[src/hdl/rbh_pkg.sv]
`timescale 1ns / 1ps
`default_nettype none

package rbh_pkg;

  localparam int unsigned COORD_BITS = 32;
  localparam int unsigned RAD_BITS   = COORD_BITS - 1;
  localparam int unsigned ROOT_W     = 2 * RAD_BITS;
  localparam int unsigned NUM_W      = 2 * COORD_BITS - 1;

  typedef enum logic [1:0] {
    REG_CENTER_X  = 2'd0,
    REG_CENTER_Z  = 2'd1,
    REG_RADIUS    = 2'd2,
    REG_INTENSITY = 2'd3
  } rbh_reg_e;

  typedef struct packed {
    logic signed [COORD_BITS-1:0] vertex_x;
    logic signed [COORD_BITS-1:0] vertex_z;
    logic signed [COORD_BITS-1:0] vertex_height;
  } rbh_in_t;

  typedef struct packed {
    logic signed [COORD_BITS-1:0] new_height;
    logic                         inside_brush;
    logic                         saturated;
  } rbh_out_t;

  typedef struct packed {
    logic [COORD_BITS-1:0] height;
    logic                  in_brush;
  } rbh_side_t;

  typedef struct packed {
    logic [ROOT_W-1:0]   rem;
    logic [RAD_BITS-1:0] root;
    rbh_side_t           side;
  } rbh_root_t;

  typedef struct packed {
    logic [NUM_W-1:0]      num;
    logic [COORD_BITS-1:0] rem;
    logic [COORD_BITS-1:0] quo;
    rbh_side_t             side;
  } rbh_quo_t;

endpackage

`default_nettype wire

[src/hdl/rbh_div_cell.sv]
`timescale 1ns / 1ps
`default_nettype none

module rbh_div_cell #(
  parameter int unsigned BIT = 0
) (
  input  wire                            clk_i,
  input  wire                            rst_ni,
  input  wire                            en_i,
  input  wire [rbh_pkg::RAD_BITS-1:0]    rad_i,
  input  wire                            vld_i,
  input  rbh_pkg::rbh_quo_t              cell_i,
  output logic                           vld_o,
  output rbh_pkg::rbh_quo_t              cell_o
);
  import rbh_pkg::*;

  logic [COORD_BITS-1:0] shifted;
  logic [COORD_BITS-1:0] rad_ext;
  rbh_quo_t              cell_d;
  rbh_quo_t              cell_q;
  logic                  vld_q;

  // one restoring step: shift in the next numerator bit, subtract if it fits
  always_comb begin
    cell_d  = cell_i;
    rad_ext = {1'b0, rad_i};
    shifted = {cell_i.rem[COORD_BITS-2:0], cell_i.num[BIT]};
    if (shifted >= rad_ext) begin
      cell_d.rem = shifted - rad_ext;
      cell_d.quo = cell_i.quo | (COORD_BITS'(1) << BIT);
    end else begin
      cell_d.rem = shifted;
    end
  end

  always_ff @(posedge clk_i or negedge rst_ni) begin
    if (!rst_ni) begin
      vld_q <= 1'b0;
    end else if (en_i) begin
      vld_q <= vld_i;
    end
  end

  always_ff @(posedge clk_i) begin
    if (en_i) begin
      cell_q <= cell_d;
    end
  end

  assign vld_o  = vld_q;
  assign cell_o = cell_q;

endmodule

`default_nettype wire
[config.mk]
export PLATFORM = sky130hd
export DESIGN_NAME = rbh_div_cell
export DESIGN_NICKNAME = d
export VERILOG_FILES = /design/src/hdl/rbh_pkg.sv /design/src/hdl/rbh_div_cell.sv
export SDC_FILE = /design/constraint.sdc
export NUM_CORES = 1
export LEC_CHECK = 0
export BUFFER_PORTS_ARGS = -buffer_cell sky130_fd_sc_hd__clkbuf_2
export CORE_AREA = 4 4 136 138
export DETAILED_ROUTE_END_ITERATION = 6
export DIE_AREA = 0 0 140 142
export PLACE_DENSITY_LB_ADDON = 0.3
export SYNTH_ARGS = -nofsm -noshare
export SYNTH_HDL_FRONTEND = slang
export SYNTH_SLANG_ARGS = --single-unit
[constraint.sdc]
create_clock -name clk_i -period 1.65 [get_ports clk_i]
set_input_delay 0 -clock clk_i [delete_from_list [all_inputs] [get_ports clk_i]]
set_output_delay 0 -clock clk_i [all_outputs]
set_load 0.005 [all_outputs]
==> reports/results.ini <==
[power_and_ir_drop]
swShare_pct=26.6
pwr-share-comb_pct=23.6
power_mw=12.0
p_switching_mw=3.18
p_leak_nw=5.71
power.density_nw_per_um2=943
clkPwrFrac_pct=33.8
pwr-share-seq_pct=42.6
ir_drop_mv=0.735
p_int_mw=8.80

[clock_tree]
cts_buffer_depth=2
cts_inserted_buffers=17
clock_latency_ns=0.43
htree_levels=4
cts_tree=built
cts.sinks=161
root_buffer=clkbuf_16
path_clk_slew_ns=0.07

[run]
maxCapViolCount=0

[worst_setup_path]
slowest_delay_ns=0.34
regToRegEndpoint=vld_o$_DFFE_PN0P_
worstSetupPathType=in2reg
required_ns=1.83
worst_ep_arrival_time_ns=2.05
r2r.worst_path.cells=1
cp_slowest_cell=fa_2
startpoint_type=input pin
crit_path_cell_trace=clkbuf_16 > inv_8 > ha_4 > fa_2 > nand2b_4 > a211oi_4 > nor3_2 > o2111ai_2 > a21oi_4 > bufbuf_16 > buf_4 > nand2_1 > o21ai_0
reg2reg_from=vld_o$_DFFE_PN0P_
path_delay_family=compound AO/OA/AOI/OAI gates
crit_fanout=6
critical_path_buf_inv_count=4
worstSetupEndpointType=flop
r2r_setup_slack_ns=0.85

[yosys]
syn_nets=734
ys_seq_area_share_pct=69.1
synth-seq-cells=161
ys_types=49
ys.flop_type=edfxtp_1
synth_cells=507
yosysWarnings=0
synth_edf_count=160
async_flop_share_pct=0.621
avgSynthCellArea_sq_um=13.8
syn_area_sq_um=6990

[grt]
gr-usage-all-layers_pct=26.2
grt_max_degree=36
grt_overflow=0
grt_first_pass_wirelength_mm=39.9
antenna_found_initial=1
grt_pass1_vias=7106

[sta]
period_needed_ns=1.87
hold_viol=0
setup_ws_ns=-0.223
setup_viol=29
fmax_mhz=534
worst_slew_pin_slew_ns=0.479
fin_skew_ns=0
final.period_utilization_pct=113
drv_slew=0
relSlewSlack_pct=67.9
holdWs_ns=0.0246
grt_setup_unrepaired=true

[die]
core_sq_um=17200
start_util_pct=40.7
io_pins=356
die_x_microns=140
row_count=48
die_h_microns=142
dieArea_sq_um=19900

[placement]
dp_hpwl_mm=17.8
gp_congestion=0.855
pre_cts_ws_ns=-0.715
io_buffers=354
dpl-instance-area_sq_um=10200

[drt]
drc=0
via_per_inst=4.84
drt_iter0_markers=350
vias=6747
dr.pass1.iters=4
routed_wl_mm=26.5
final_antenna_net_count=0
wire_per_inst_microns=19.0

[cells_and_area]
areaGrowthSynthToFinish_pct=81.7
antenna_cells=0
fin_util_pct=74.0
layout-drive-gt1-share_pct=49.1
final_area_sq_um=12700
fin_nets=1382

[status]
status=finished with violations
violations=setup timing

[worst_hold_path]
worstHoldStart=cell_i[78]
min_path_cells=3
min_to=cell_o[79]$_DFFE_PP_
hp-class=in2reg

[metal layers]
| layer | share of wire, % | global-route usage (%) | vias to the layer above |
|---|---|---|---|
| met5 | 0.049 | 0 | - |
| met4 | 4.2 | 10.7 | 2 |
| met3 | 6.7 | 6.62 | 63 |
| met2 | 54 | 49.2 | 295 |
| met1 | 35 | 28.3 | 3177 |
| li1 | - | - | 3210 |
[registers in the layout, summed over array words and instances (netlist names)]
name and flops:
cell_o 160, vld_o 1
[layout make-up]
class / count / area, sq um
Multi-Input combinational cell: 302 / 2410
Clock buffer: 18 / 429
Inverter: 35 / 139
Clock inverter: 14 / 171
Tap cell: 225 / 282
Timing Repair Buffer: 638 / 4440
Fill cell: 1125 / 4470
Sequential cell: 161 / 4830
[worst max path at each step]
stage               startpoint              endpoint  depth (start not counted)
finish              cell_i[97]  cell_o[76]$_DFFE_PP_                         13
global route        cell_i[97]  cell_o[93]$_DFFE_PP_                         12
CTS                 cell_i[97]  cell_o[93]$_DFFE_PP_                         12
detailed placement  cell_i[97]  cell_o[93]$_DFFE_PP_                         12
global placement    cell_i[97]  cell_o[93]$_DFFE_PP_                         12
floorplan           cell_i[97]  cell_o[93]$_DFFE_PP_                         11
[worst min-delay path: stages]
cell and delay (ns):
clkbuf_2 0.12, buf_4 0.11, mux2_4 0.12
[synth_stat cells (2+ instances only)]
master,instances,area share [%]
o21ai_0,33,2.4
and3_1,6,0.54
a21o_1,7,0.75
nor3_2,2,0.29
nand3_1,8,0.57
a31oi_1,5,0.45
ha_1,31,5.5
buf_2,4,0.29
clkbuf_1,3,0.16
nor4_1,2,0.18
mux2_1,4,0.64
o221ai_1,2,0.25
nor2_1,25,1.3
a21oi_1,34,2.4
nor2b_1,3,0.27
o31ai_1,2,0.21
o31a_1,3,0.38
xnor2_1,15,1.9
a2111oi_0,2,0.25
buf_4,2,0.21
inv_1,35,1.9
o21ai_1,12,0.86
edfxtp_1,160,69
o211ai_1,4,0.43
nand2b_1,8,0.72
nand2_1,47,2.5
nand4_1,9,0.81
a211oi_1,3,0.32
nor3_1,4,0.29
xor2_1,13,1.6
[cell families (layout without fill, tap and decap cells)]
family / Yosys count / count (layout) / synth area share, %
flops: 161 / 161 / 69.1
compound gates: 120 / 120 / 10.4
simple gates: 117 / 117 / 7.82
buf+inv: 44 / 705 / 2.54
fa+ha+maj: 32 / 32 / 5.83
xor+xnor: 28 / 28 / 3.51
mux: 5 / 5 / 0.805
[power groups by stage]
stage	sequential, mW	clock, mW	combinational [mW]
5_1_grt	5.14	4.34	3.05
2_1_floorplan	5.22	0	0.906
3_5_place_dp	5.17	0	2.27
4_1_cts	5.08	4.11	2.75
6_report	5.11	4.05	2.83
3_3_place_gp	5.15	0	2.22
[cell usage in the layout, fill, tap and decap left out, types with 6 or more instances in the layout]
master and count:
dlygate4sd3_1 160, buf_4 116, xnor2_1 15, nand2b_1 6
edfxtp_1 160, nand2_1 45, clkbuf_16 18, ha_1 13
o21ai_0 19, nand3_1 7, nor2_1 23, nand4_1 9
inv_1 32, a21oi_1 25, ha_4 16, a21o_1 7
clkbuf_2 352, a21oi_2 9, and3_1 6, xor2_1 13
o21ai_1 23
[through the flow]
stage | std cells | setup TNS, ns
2_1_floorplan | 507 | -7.77
5_1_grt | 1393 | -5.46
3_3_place_gp | 1189 | -16.58
6_report | 1393 | -2.94
3_5_place_dp | 1189 | -17.28
4_1_cts | 1388 | -1.72
[timing repair]
item | CTS | global route
resized for setup | 36 | 13
hold endpoints to repair | 183 | 1
setup buffers | 7 | 4
pin swaps | 24 | 8
gates cloned | 2 | 0
hold buffers | 159 | 1
setup endpoints to repair | 26 | 33
Power figures use the tool's default switching activity.
