## config.mk

```make
export PLATFORM = sky130hd
export DESIGN_NAME = rbh_sqrt_cell
export DESIGN_NICKNAME = d
export VERILOG_FILES = /design/src/hdl/rbh_pkg.sv /design/src/hdl/rbh_sqrt_cell.sv
export SDC_FILE = /design/constraint.sdc
export NUM_CORES = 1
export LEC_CHECK = 0
export BUFFER_PORTS_ARGS = -buffer_cell sky130_fd_sc_hd__buf_2
export CORE_ASPECT_RATIO = 0.8
export CORE_MARGIN = 5
export CORE_UTILIZATION = 54
export CTS_CLUSTER_DIAMETER = 200
export DETAILED_ROUTE_END_ITERATION = 10
export PLACE_DENSITY = 0.86
export SYNTH_ARGS = -nofsm -noshare
export SYNTH_HDL_FRONTEND = slang
export SYNTH_SLANG_ARGS = --single-unit
```

## constraint.sdc

```tcl
create_clock -name clk_i -period 1.5 [get_ports clk_i]
set_input_delay 0.15 -clock clk_i [delete_from_list [all_inputs] [get_ports clk_i]]
set_output_delay 0.15 -clock clk_i [all_outputs]
set_load 0.05 [all_outputs]
```

## src/hdl/rbh_pkg.sv

```systemverilog
`timescale 1ns / 1ps
`default_nettype none

package rbh_pkg;

  localparam int unsigned COORD_BITS = 32;
  localparam int unsigned RAD_BITS   = COORD_BITS - 1;
  localparam int unsigned ROOT_W     = 2 * RAD_BITS;
  localparam int unsigned NUM_W      = 2 * COORD_BITS - 1;

  typedef enum logic [1:0] {
    REG_CENTER_X  = 2'd0,
    REG_CENTER_Z  = 2'd1,
    REG_RADIUS    = 2'd2,
    REG_INTENSITY = 2'd3
  } rbh_reg_e;

  typedef struct packed {
    logic signed [COORD_BITS-1:0] vertex_x;
    logic signed [COORD_BITS-1:0] vertex_z;
    logic signed [COORD_BITS-1:0] vertex_height;
  } rbh_in_t;

  typedef struct packed {
    logic signed [COORD_BITS-1:0] new_height;
    logic                         inside_brush;
    logic                         saturated;
  } rbh_out_t;

  typedef struct packed {
    logic [COORD_BITS-1:0] height;
    logic                  in_brush;
  } rbh_side_t;

  typedef struct packed {
    logic [ROOT_W-1:0]   rem;
    logic [RAD_BITS-1:0] root;
    rbh_side_t           side;
  } rbh_root_t;

  typedef struct packed {
    logic [NUM_W-1:0]      num;
    logic [COORD_BITS-1:0] rem;
    logic [COORD_BITS-1:0] quo;
    rbh_side_t             side;
  } rbh_quo_t;

endpackage

`default_nettype wire

```

## src/hdl/rbh_sqrt_cell.sv

```systemverilog
`timescale 1ns / 1ps
`default_nettype none

module rbh_sqrt_cell #(
  parameter int unsigned BIT = 0
) (
  input  wire                 clk_i,
  input  wire                 rst_ni,
  input  wire                 en_i,
  input  wire                 vld_i,
  input  rbh_pkg::rbh_root_t  cell_i,
  output logic                vld_o,
  output rbh_pkg::rbh_root_t  cell_o
);
  import rbh_pkg::*;

  logic [ROOT_W-1:0] term;
  rbh_root_t         cell_d;
  rbh_root_t         cell_q;
  logic              vld_q;

  // (t*t - r*r) for t = r | 2^BIT; r has no bits at or below BIT
  always_comb begin
    cell_d = cell_i;
    term   = (ROOT_W'(cell_i.root) << (BIT + 1)) | (ROOT_W'(1) << (2 * BIT));
    if (cell_i.rem >= term) begin
      cell_d.rem  = cell_i.rem - term;
      cell_d.root = cell_i.root | (RAD_BITS'(1) << BIT);
    end
  end

  always_ff @(posedge clk_i or negedge rst_ni) begin
    if (!rst_ni) begin
      vld_q <= 1'b0;
    end else if (en_i) begin
      vld_q <= vld_i;
    end
  end

  always_ff @(posedge clk_i) begin
    if (en_i) begin
      cell_q <= cell_d;
    end
  end

  assign vld_o  = vld_q;
  assign cell_o = cell_q;

endmodule

`default_nettype wire

```

==> impl_metrics.env, run 1 <==
export IMPL_status="did not finish"
export IMPL_failing_step="5_1_grt"
export IMPL_stop_error="[ERROR DPL-0038] Utilization greater than 100%, impossible to legalize"
export IMPL_synth_async_reset_ratio_pct=0.787
export IMPL_grt_max_degree=45
export IMPL_ys_flop_type="edfxtp_1"
export IMPL_yosysMostFrequentCell="edfxtp_1"
export IMPL_syn_inst=622
export IMPL_ys_types=60
export IMPL_place_ws_ns=-1.47
export IMPL_io_pins=257
export IMPL_synth_top_area_share_pct=54.6
export IMPL_synth_area_top_cells="edfxtp_1 55%, ha_1 5.8%, xor2_1 3.9%, nand2_1 3.8%, xnor2_1 3.7%"
export IMPL_cts_path_max_buffers=2
export IMPL_die_x_um=137
export IMPL_synth_edf_count=126
export IMPL_row_count=37
export IMPL_cts_root_buf="clkbuf_16"
export IMPL_worst_endpoint_kind="register data pin"
export IMPL_yosysSeqAreaShare_pct=55.0
export IMPL_syn_avg_cell_area_um2=11.1
export IMPL_yosys_warnings=0
export IMPL_synth_area_um2=6920
export IMPL_die_h_um=111
export IMPL_synth_top_cell_by_area="edfxtp_1"
export IMPL_gp_congestion=0.948
export IMPL_ys_top_cells_by_count="126 x edfxtp_1, 71 x nand2_1, 41 x a21oi_1, 38 x inv_1, 32 x ha_1"
export IMPL_synth_nets=785
export IMPL_cts_inserted_buffers=17
export IMPL_htree_levels=4
export IMPL_crit_endpoint="cell_o[117]$_DFFE_PP_/D"
export IMPL_portBuffers=256
export IMPL_ys_seq_elements=127
export IMPL_clock_sinks=127
export IMPL_initial_core_util_pct=54.4
export IMPL_hpwl_um=17600
==> logic make-up after synthesis <==
kind of cell / synth area share [%]
multiplexers: 0.488
AO/OA/AOI/OAI: 13.4
buffers and inverters: 3.49
AND/OR/NAND/NOR: 13.9
flip-flops: 55.0
XOR/XNOR: 7.59
adder cells (fa/ha/maj): 6.07
==> stage by stage <==
| stage | cells | cell area (um2) |
|---|---|---|
| floorplan | 622 | 7250 |
| global placement | 1212 | 9980 |
| detailed placement | 1212 | 9980 |
| CTS | 1345 | 12200 |
==> what timing repair did <==
action | 4_1_cts
setup buffers | 33
pin swaps | 67
setup endpoints to repair | 63
cloned | 4
hold buffers | 65
resized for setup | 151
hold endpoints to repair | 65
==> run 2, diff against run 1 <==
--- a/config.mk
+++ b/config.mk
@@ -6,12 +6,10 @@
 export NUM_CORES = 1
 export LEC_CHECK = 0
 export BUFFER_PORTS_ARGS = -buffer_cell sky130_fd_sc_hd__buf_2
-export CORE_ASPECT_RATIO = 0.8
 export CORE_MARGIN = 5
-export CORE_UTILIZATION = 54
-export CTS_CLUSTER_DIAMETER = 200
+export CORE_UTILIZATION = 40
 export DETAILED_ROUTE_END_ITERATION = 10
-export PLACE_DENSITY = 0.86
+export PLACE_DENSITY_LB_ADDON = 0.15
 export SYNTH_ARGS = -nofsm -noshare
 export SYNTH_HDL_FRONTEND = slang
 export SYNTH_SLANG_ARGS = --single-unit
==> run 2 against run 1 <==
The flow now finishes, with violations (setup timing). Synthesized area unchanged. Synthesized cell count unchanged.
==> impl_metrics.env, run 2 <==
export IMPL_status="complete, but fails checks"
export IMPL_violations="setup timing"
export IMPL_row_count=48
export IMPL_power_density_nw_per_um2=992
export IMPL_final_common_cell="buf_2"
export IMPL_dieArea_um2=20000
export IMPL_clock_sinks=127
export IMPL_syn_inst=622
export IMPL_relSlewSlack_pct=59.4
export IMPL_drt_iter0_drc=307
export IMPL_end_kind="register"
export IMPL_drc_errors=0
export IMPL_ys_top_cells_by_count="126 x edfxtp_1, 71 x nand2_1, 41 x a21oi_1, 38 x inv_1, 32 x ha_1"
export IMPL_grt_pass1_wl_um=38500
export IMPL_min_period_ns=2.35
export IMPL_final_setup_tns_ns=-44.30
export IMPL_synth_nets=785
export IMPL_syn_to_final_growth_pct=88.5
export IMPL_cts_path_max_buffers=2
export IMPL_drive_above_1_share_pct=58.7
export IMPL_die_x_um=142
export IMPL_hpwl_um=18100
export IMPL_final_util_pct=76.3
export IMPL_report_final_hold_viol_count=0
export IMPL_drv_slew=0
export IMPL_clk_pin_slew_ns=0.07
export IMPL_max_slew_worst_pin_slew_ns=0.606
export IMPL_synth_edf_count=126
export IMPL_syn_avg_cell_area_um2=11.1
export IMPL_max_freq_ghz=0.425
export IMPL_hold_path_class="input port to register"
export IMPL_cts_tree="built"
export IMPL_crit_arrival_ns=2.53
export IMPL_yosysMostFrequentCell="edfxtp_1"
export IMPL_p_sw_mw=4.52
export IMPL_drt_total_wl_um=25400
export IMPL_wire_per_inst_um=17.6
export IMPL_rsz0062_at_grt="yes"
export IMPL_grt_pass1_vias=7667
export IMPL_min_path_cells=3
export IMPL_place_ws_ns=-1.42
export IMPL_ys_flop_type="edfxtp_1"
export IMPL_fin_ws_ns=-0.853
export IMPL_die_h_um=142
export IMPL_clk_latency_ns=0.42
export IMPL_portBuffers=256
export IMPL_fin_crit_sh_pct=157
export IMPL_p_int_mw=8.42
export IMPL_grtUsageTotal_pct=24.3
export IMPL_initial_core_util_pct=40.5
export IMPL_p_leak_nw=5.62
export IMPL_critPathKind="input port to register"
export IMPL_pwr_share_seq_pct=34.3
export IMPL_gp_congestion=0.887
export IMPL_largest_register_ffs=126
export IMPL_synth_area_top_cells="edfxtp_1 55%, ha_1 5.8%, xor2_1 3.9%, nand2_1 3.8%, xnor2_1 3.7%"
export IMPL_setup_viol=63
export IMPL_synth_top_area_share_pct=54.6
export IMPL_cp_start_kind="input port"
export IMPL_ys_types=60
export IMPL_htree_levels=4
export IMPL_grt_max_degree=68
export IMPL_synth_area_um2=6920
export IMPL_cts_root_buf="clkbuf_16"
export IMPL_crit_path_max_fanout=4
export IMPL_overflow=0
export IMPL_cp_required_ns=1.68
export IMPL_via_per_inst=4.99
export IMPL_yosys_warnings=0
export IMPL_core_area_um2=17100
export IMPL_comb_power_share_pct=33.7
export IMPL_sw_frac_of_total_pct=34.9
export IMPL_r2r_cells=1
export IMPL_skew_ns=0
export IMPL_ant_nets=0
export IMPL_antenna_found_initial=1
export IMPL_synth_async_reset_ratio_pct=0.787
export IMPL_dr_pass1_iters=4
export IMPL_ys_seq_elements=127
export IMPL_io_pins=257
export IMPL_p_clk_share_pct=32.1
export IMPL_synth_top_cell_by_area="edfxtp_1"
export IMPL_yosysSeqAreaShare_pct=55.0
export IMPL_mostFrequentLayoutCells="235 x buf_2, 232 x buf_4, 126 x edfxtp_1"
export IMPL_maxCapViolCount=0
export IMPL_ir_worst_vdd_uv=818
export IMPL_vias=7170
export IMPL_cts_inserted_buffers=17
export IMPL_nets=1362
-- run 2: power groups by stage --
| stage | registers [mW] | clock network [mW] | logic [mW] |
|---|---|---|---|
| 3_5_place_dp | 4.50 | 0 | 3.64 |
| 3_3_place_gp | 4.50 | 0 | 3.60 |
| 5_1_grt | 4.46 | 4.41 | 4.60 |
| 6_report | 4.44 | 4.15 | 4.36 |
| 2_1_floorplan | 5.79 | 0 | 0.942 |
| 4_1_cts | 4.43 | 4.20 | 4.12 |
-- run 2: cell families (layout without fill, tap and decap cells) --
family | count (synthesis) | count (layout) | synth area share [%]
buffers and inverters | 62 | 652 | 3.49
and+or+nand+nor | 187 | 187 | 13.9
DFF | 127 | 127 | 55.0
AOI/OAI and AO/OA | 150 | 150 | 13.4
muxes | 3 | 3 | 0.488
xor gates and xnor gates | 60 | 60 | 7.59
other | 0 | 1 | 0
adders and majority gates | 33 | 33 | 6.07
-- run 2: what timing repair did --
action / 4_1_cts / 5_1_grt
gates resized for setup: 127 / 93
hold buffers: 66 / 0
setup buffers: 38 / 16
setup endpoints to repair: 63 / 63
endpoints found under the hold margin: 66 / 0
cloned: 0 / 4
pin swaps: 63 / 57
-- run 2: final timing paths --
kind	startpoint	end	slack [ns]
max	cell_i[102]	cell_o[109]$_DFFE_PP_	-0.85
min	cell_i[73]	cell_o[73]$_DFFE_PP_	0.002
max reg2reg	vld_o$_DFFE_PN0P_	vld_o$_DFFE_PN0P_	0.72
min reg2reg	vld_o$_DFFE_PN0P_	vld_o$_DFFE_PN0P_	0.56
max in group asynchronous	rst_ni	vld_o$_DFFE_PN0P_	1.37
min in group asynchronous	rst_ni	vld_o$_DFFE_PN0P_	0.04
-- run 2: stage by stage --
| step | hold slack (ns) | instances | total power, mW | cell area, um2 |
|---|---|---|---|---|
| floorplan | -0.146 | 622 | 6.73 | 7250 |
| detailed placement | -0.0723 | 1286 | 8.14 | 10200 |
| finish | 0.00176 | 1438 | 12.9 | 13100 |
| CTS | 0.00363 | 1420 | 12.8 | 12400 |
| global route | -0.000172 | 1438 | 13.5 | 13100 |
| global placement | -0.0755 | 1286 | 8.10 | 10200 |
-- run 2: per-layer routing --
layer / routed length, um / global-route usage (%) / vias up
li1: - / - / 3462
met1: 10000 / 28.0 / 3471
met2: 13500 / 45.0 / 207
met3: 1400 / 4.58 / 30
met4: 437 / 8.08 / 0
met5: 0 / 0 / -
-- run 2: final cells by class --
type                       instances  area, um2
sequential                       127       3810
antenna                            1       2.50
clock buffer                      17        425
tap                              225        282
clock inverter                    15        168
timing repair buffer             582       4260
fill                            1137       4060
inverter                          38        155
multi-input combinational        433       3950
-- run 2: worst max-delay path: stages --
cell	delay, ns
buf_2	0.11
or3_1	0.44
nor2_4	0.19
nand2_2	0.12
buf_4	0.18
nor4_4	0.29
a211oi_4	0.06
buf_6	0.13
buf_6	0.10
buf_4	0.13
a211oi_4	0.25
buf_6	0.17
nand3_4	0.07
xnor2_2	0.14
Power figures use the tool's default switching activity.
==> run 3, diff against run 2 <==
--- a/config.mk
+++ b/config.mk
@@ -6,10 +6,11 @@
 export NUM_CORES = 1
 export LEC_CHECK = 0
 export BUFFER_PORTS_ARGS = -buffer_cell sky130_fd_sc_hd__buf_2
-export CORE_MARGIN = 5
+export CORE_MARGIN = 2
 export CORE_UTILIZATION = 40
 export DETAILED_ROUTE_END_ITERATION = 10
 export PLACE_DENSITY_LB_ADDON = 0.15
+export SLEW_MARGIN = 5
 export SYNTH_ARGS = -nofsm -noshare
 export SYNTH_HDL_FRONTEND = slang
 export SYNTH_SLANG_ARGS = --single-unit
==> run 3 against run 2 <==
Routed wire length shrank 3.8%. Via count is 2.1% lower. Final cell count down 2.2%. Power down 1.0%. Hold slack improved by 0.0072 ns. The flow still finishes with violations (setup timing). Sequential power about the same. Flip-flop and latch count unchanged. Sequential share of layout area grew 0.51 points. Setup slack improved by 0.039 ns. Cell area fell by 1.7%. Maximum frequency increased by 1.7%.
==> impl_metrics.env, run 3 (synthesis gave the netlist of run 2 again) <==
export IMPL_status="complete, but fails checks"
export IMPL_violations="setup timing"
export IMPL_overflow=0
export IMPL_cts_tree="built"
export IMPL_dr_pass1_iters=4
export IMPL_cp_required_ns=1.68
export IMPL_nets=1331
export IMPL_antenna_found_initial=0
export IMPL_clock_sinks=127
export IMPL_busiest_layer="met2"
export IMPL_drive_above_1_share_pct=57.7
export IMPL_hold_path_class="input port to register"
export IMPL_report_final_hold_viol_count=0
export IMPL_io_pins=257
export IMPL_grt_pass1_wl_um=35800
export IMPL_final_common_cell="buf_2"
export IMPL_critPathKind="input port to register"
export IMPL_power_density_nw_per_um2=999
export IMPL_max_slew_worst_pin_slew_ns=0.499
export IMPL_cp_start_kind="input port"
export IMPL_initial_core_util_pct=40.5
export IMPL_cts_inserted_buffers=17
export IMPL_pwr_share_seq_pct=34.6
export IMPL_hold_start="cell_i[74]"
export IMPL_end_kind="register"
export IMPL_final_setup_tns_ns=-43.75
export IMPL_gp_congestion=0.867
export IMPL_final_util_pct=75.0
export IMPL_drv_slew=0
export IMPL_crit_arrival_ns=2.49
export IMPL_antennaDiodeCount=0
export IMPL_crit_start="cell_i[33]"
export IMPL_row_count=48
export IMPL_sw_frac_of_total_pct=34.9
export IMPL_die_h_um=136
export IMPL_worstReg2RegStart="vld_o$_DFFE_PN0P_"
export IMPL_clk_pin_slew_ns=0.07
export IMPL_skew_ns=0
export IMPL_p_sw_mw=4.47
export IMPL_grt_use_met3_pct=4.90
export IMPL_maxCapViolCount=0
export IMPL_dieArea_um2=18400
export IMPL_vias=7021
export IMPL_crit_path_max_fanout=8
export IMPL_htree_levels=4
export IMPL_p_int_mw=8.34
export IMPL_dp_cells=1275
export IMPL_via_per_inst=4.99
export IMPL_p_clk_share_pct=32.4
export IMPL_core_area_um2=17100
export IMPL_grtUsageTotal_pct=25.1
export IMPL_rsz0062_at_grt="yes"
export IMPL_cts_root_buf="clkbuf_16"
export IMPL_multi_input_area_um2=3930
export IMPL_relSlewSlack_pct=66.4
export IMPL_place_area_um2=10100
export IMPL_ff_latch_area_um2=3810
export IMPL_ant_nets=0
export IMPL_comb_power_share_pct=33.0
export IMPL_fin_crit_sh_pct=154
export IMPL_final_cells=1406
export IMPL_met1_usage_pct=30.1
export IMPL_drt_total_wl_um=24400
export IMPL_grt_pass1_vias=7075
export IMPL_min_period_ns=2.31
export IMPL_setup_viol=63
export IMPL_syn_to_final_growth_pct=85.3
export IMPL_fin_ws_ns=-0.815
export IMPL_mostFrequentLayoutCells="237 x buf_2, 202 x buf_4, 126 x edfxtp_1"
export IMPL_max_freq_ghz=0.432
export IMPL_wire_per_inst_um=17.4
export IMPL_use_met2_pct=46.1
export IMPL_clk_latency_ns=0.42
export IMPL_hpwl_um=17100
export IMPL_finalInstanceArea_um2=12800
export IMPL_ir_worst_vdd_uv=783
export IMPL_grt_max_degree=55
export IMPL_largest_register_ffs=126
export IMPL_cts_path_max_buffers=2
export IMPL_drt_iter0_drc=337
export IMPL_drc_errors=0
export IMPL_fill_cells=1176
export IMPL_die_x_um=136
export IMPL_p_leak_nw=5.55
export IMPL_portBuffers=256
## run 3: per-stage QoR
| step | total power, mW | setup slack, ns | hold WS [ns] |
|---|---|---|---|
| 2_1_floorplan | 6.73 | -1.03 | -0.146 |
| 4_1_cts | 12.6 | -0.756 | 0.00448 |
| 3_5_place_dp | 8.10 | -1.40 | -0.0699 |
| 5_1_grt | 13.3 | -0.864 | 0.00515 |
| 6_report | 12.8 | -0.815 | 0.00894 |
| 3_3_place_gp | 8.06 | -1.37 | -0.0756 |
## run 3: path summary, 6_finish.rpt
path	endpoint	slack [ns]	cells past startpoint
setup / recovery	cell_o[83]$_DFFE_PP_	-0.81	14
hold / removal	cell_o[74]$_DFFE_PP_	0.009	3
setup reg to reg	vld_o$_DFFE_PN0P_	0.76	1
hold reg to reg	vld_o$_DFFE_PN0P_	0.52	1
max in group asynchronous	vld_o$_DFFE_PN0P_	1.38	2
min in group asynchronous	vld_o$_DFFE_PN0P_	0.04	2
## run 3: critical path, stage by stage
cell       delay (ns)
buf_8            0.10
inv_8            0.05
ha_4             0.20
buf_4            0.14
ha_4             0.15
nand4_1          0.09
and4b_1          0.23
or3_4            0.42
a211oi_4         0.29
clkbuf_16        0.21
buf_12           0.13
buf_12           0.10
clkbuf_16        0.16
o21ai_2          0.06
## run 3: power by group through the flow
stage          Combinational [mW]  Sequential (mW)  Clock [mW]
2_1_floorplan               0.942             5.79           0
3_3_place_gp                 3.56             4.50           0
3_5_place_dp                 3.59             4.50           0
4_1_cts                      3.96             4.43        4.22
5_1_grt                      4.48             4.47        4.35
6_report                     4.23             4.44        4.15
## run 3: metal layers
metal	part of all wire (%)	up-vias
met2	53	226
met5	0	-
met1	41	3367
met4	1.2	0
li1	-	3409
met3	5.1	19
## run 3: layout make-up
type | count | area share [%]
clock inverters | 15 | 1.32
inverters | 38 | 1.21
flip-flops and latches | 127 | 29.7
repair buffers | 551 | 31.6
well taps | 225 | 2.19
clock buffers | 17 | 3.32
multi-input cells | 433 | 30.6
## run 3: timing repair
action                                  4_1_cts  5_1_grt
gates resized for setup                     102      112
hold endpoints to repair                     65        1
hold buffers                                 65        1
cloned                                        0        7
buffers inserted                             17       12
endpoints found under the setup margin       63       63
pin swaps                                    38       71
==> run 4, diff against run 3 <==
--- a/config.mk
+++ b/config.mk
@@ -6,6 +6,8 @@
 export NUM_CORES = 1
 export LEC_CHECK = 0
 export BUFFER_PORTS_ARGS = -buffer_cell sky130_fd_sc_hd__buf_2
+export CELL_PAD_IN_SITES_DETAIL_PLACEMENT = 1
+export CELL_PAD_IN_SITES_GLOBAL_PLACEMENT = 1
 export CORE_MARGIN = 2
 export CORE_UTILIZATION = 40
 export DETAILED_ROUTE_END_ITERATION = 10
==> run 4 against run 3 <==
The run now fails in 5_1_grt. Synthesized area unchanged. Synthesized cell count unchanged.
==> impl_metrics.env, run 4 <==
export IMPL_status="did not finish"
export IMPL_failing_step="5_1_grt"
export IMPL_stop_error="[ERROR GRT-0232] Routing congestion too high. Check the congestion heatmap in the GUI."
export IMPL_ys_types=60
export IMPL_row_count=48
export IMPL_hpwl_um=20100
export IMPL_worst_endpoint_kind="register data pin"
export IMPL_synth_top_cell_by_area="edfxtp_1"
export IMPL_gp_congestion=0.897
export IMPL_dp_cells=1267
export IMPL_grtUsageTotal_pct=86.7
export IMPL_overflow=606
export IMPL_syn_inst=622
export IMPL_place_area_um2=10100
export IMPL_ys_top_cells_by_count="126 x edfxtp_1, 71 x nand2_1, 41 x a21oi_1, 38 x inv_1, 32 x ha_1"
export IMPL_synth_edf_count=126
export IMPL_synth_top_area_share_pct=54.6
export IMPL_ys_flop_type="edfxtp_1"
export IMPL_die_h_um=136
export IMPL_synth_nets=785
export IMPL_synth_area_top_cells="edfxtp_1 55%, ha_1 5.8%, xor2_1 3.9%, nand2_1 3.8%, xnor2_1 3.7%"
export IMPL_htree_levels=4
export IMPL_cts_inserted_buffers=17
export IMPL_grt_max_degree=65
export IMPL_ys_seq_elements=127
export IMPL_syn_avg_cell_area_um2=11.1
export IMPL_cts_root_buf="clkbuf_16"
export IMPL_initial_core_util_pct=40.5
export IMPL_yosys_warnings=0
export IMPL_synth_area_um2=6920
export IMPL_portBuffers=256
export IMPL_cts_path_max_buffers=2
export IMPL_crit_endpoint="cell_o[105]$_DFFE_PP_/D"
export IMPL_die_x_um=136
export IMPL_clock_sinks=127
export IMPL_yosysSeqAreaShare_pct=55.0
export IMPL_synth_async_reset_ratio_pct=0.787
export IMPL_antenna_found_initial=6
export IMPL_yosysMostFrequentCell="edfxtp_1"
export IMPL_io_pins=257
==> run 4: cell counts after synthesis <==
Identical to the previous run, type by type.
==> run 4: logic make-up after synthesis <==
kind of cell / Yosys count / synth area share [%]
AOI/OAI and AO/OA: 150 / 13.4
xor gates and xnor gates: 60 / 7.59
adders and majority gates: 33 / 6.07
buffers and inverters: 62 / 3.49
DFF: 127 / 55.0
muxes: 3 / 0.488
and+or+nand+nor: 187 / 13.9
==> run 4: repair_timing <==
item / in CTS
endpoints found under the hold margin: 70
resized for setup: 149
pin swaps: 59
setup buffers: 30
hold buffers: 70
endpoints found under the setup margin: 63
cloned: 2
==> run 4: per-stage QoR <==
step                      setup slack (ns)  hold WS [ns]  utilization (%)  TNS, ns
after floorplan                      -1.03        -0.146                -   -56.43
after global placement               -1.32       -0.0743             58.9   -77.16
after detailed placement             -1.48       -0.0731             58.9   -82.58
after CTS                           -0.817       0.00133             72.6   -45.30
==> run 4: per-layer routing <==
layer | overflow | GRT usage [%]
met3 | 9 | 67.9
met4 | 200 | 101
met2 | 389 | 107
met5 | 4 | 18.6
met1 | 4 | 81.4
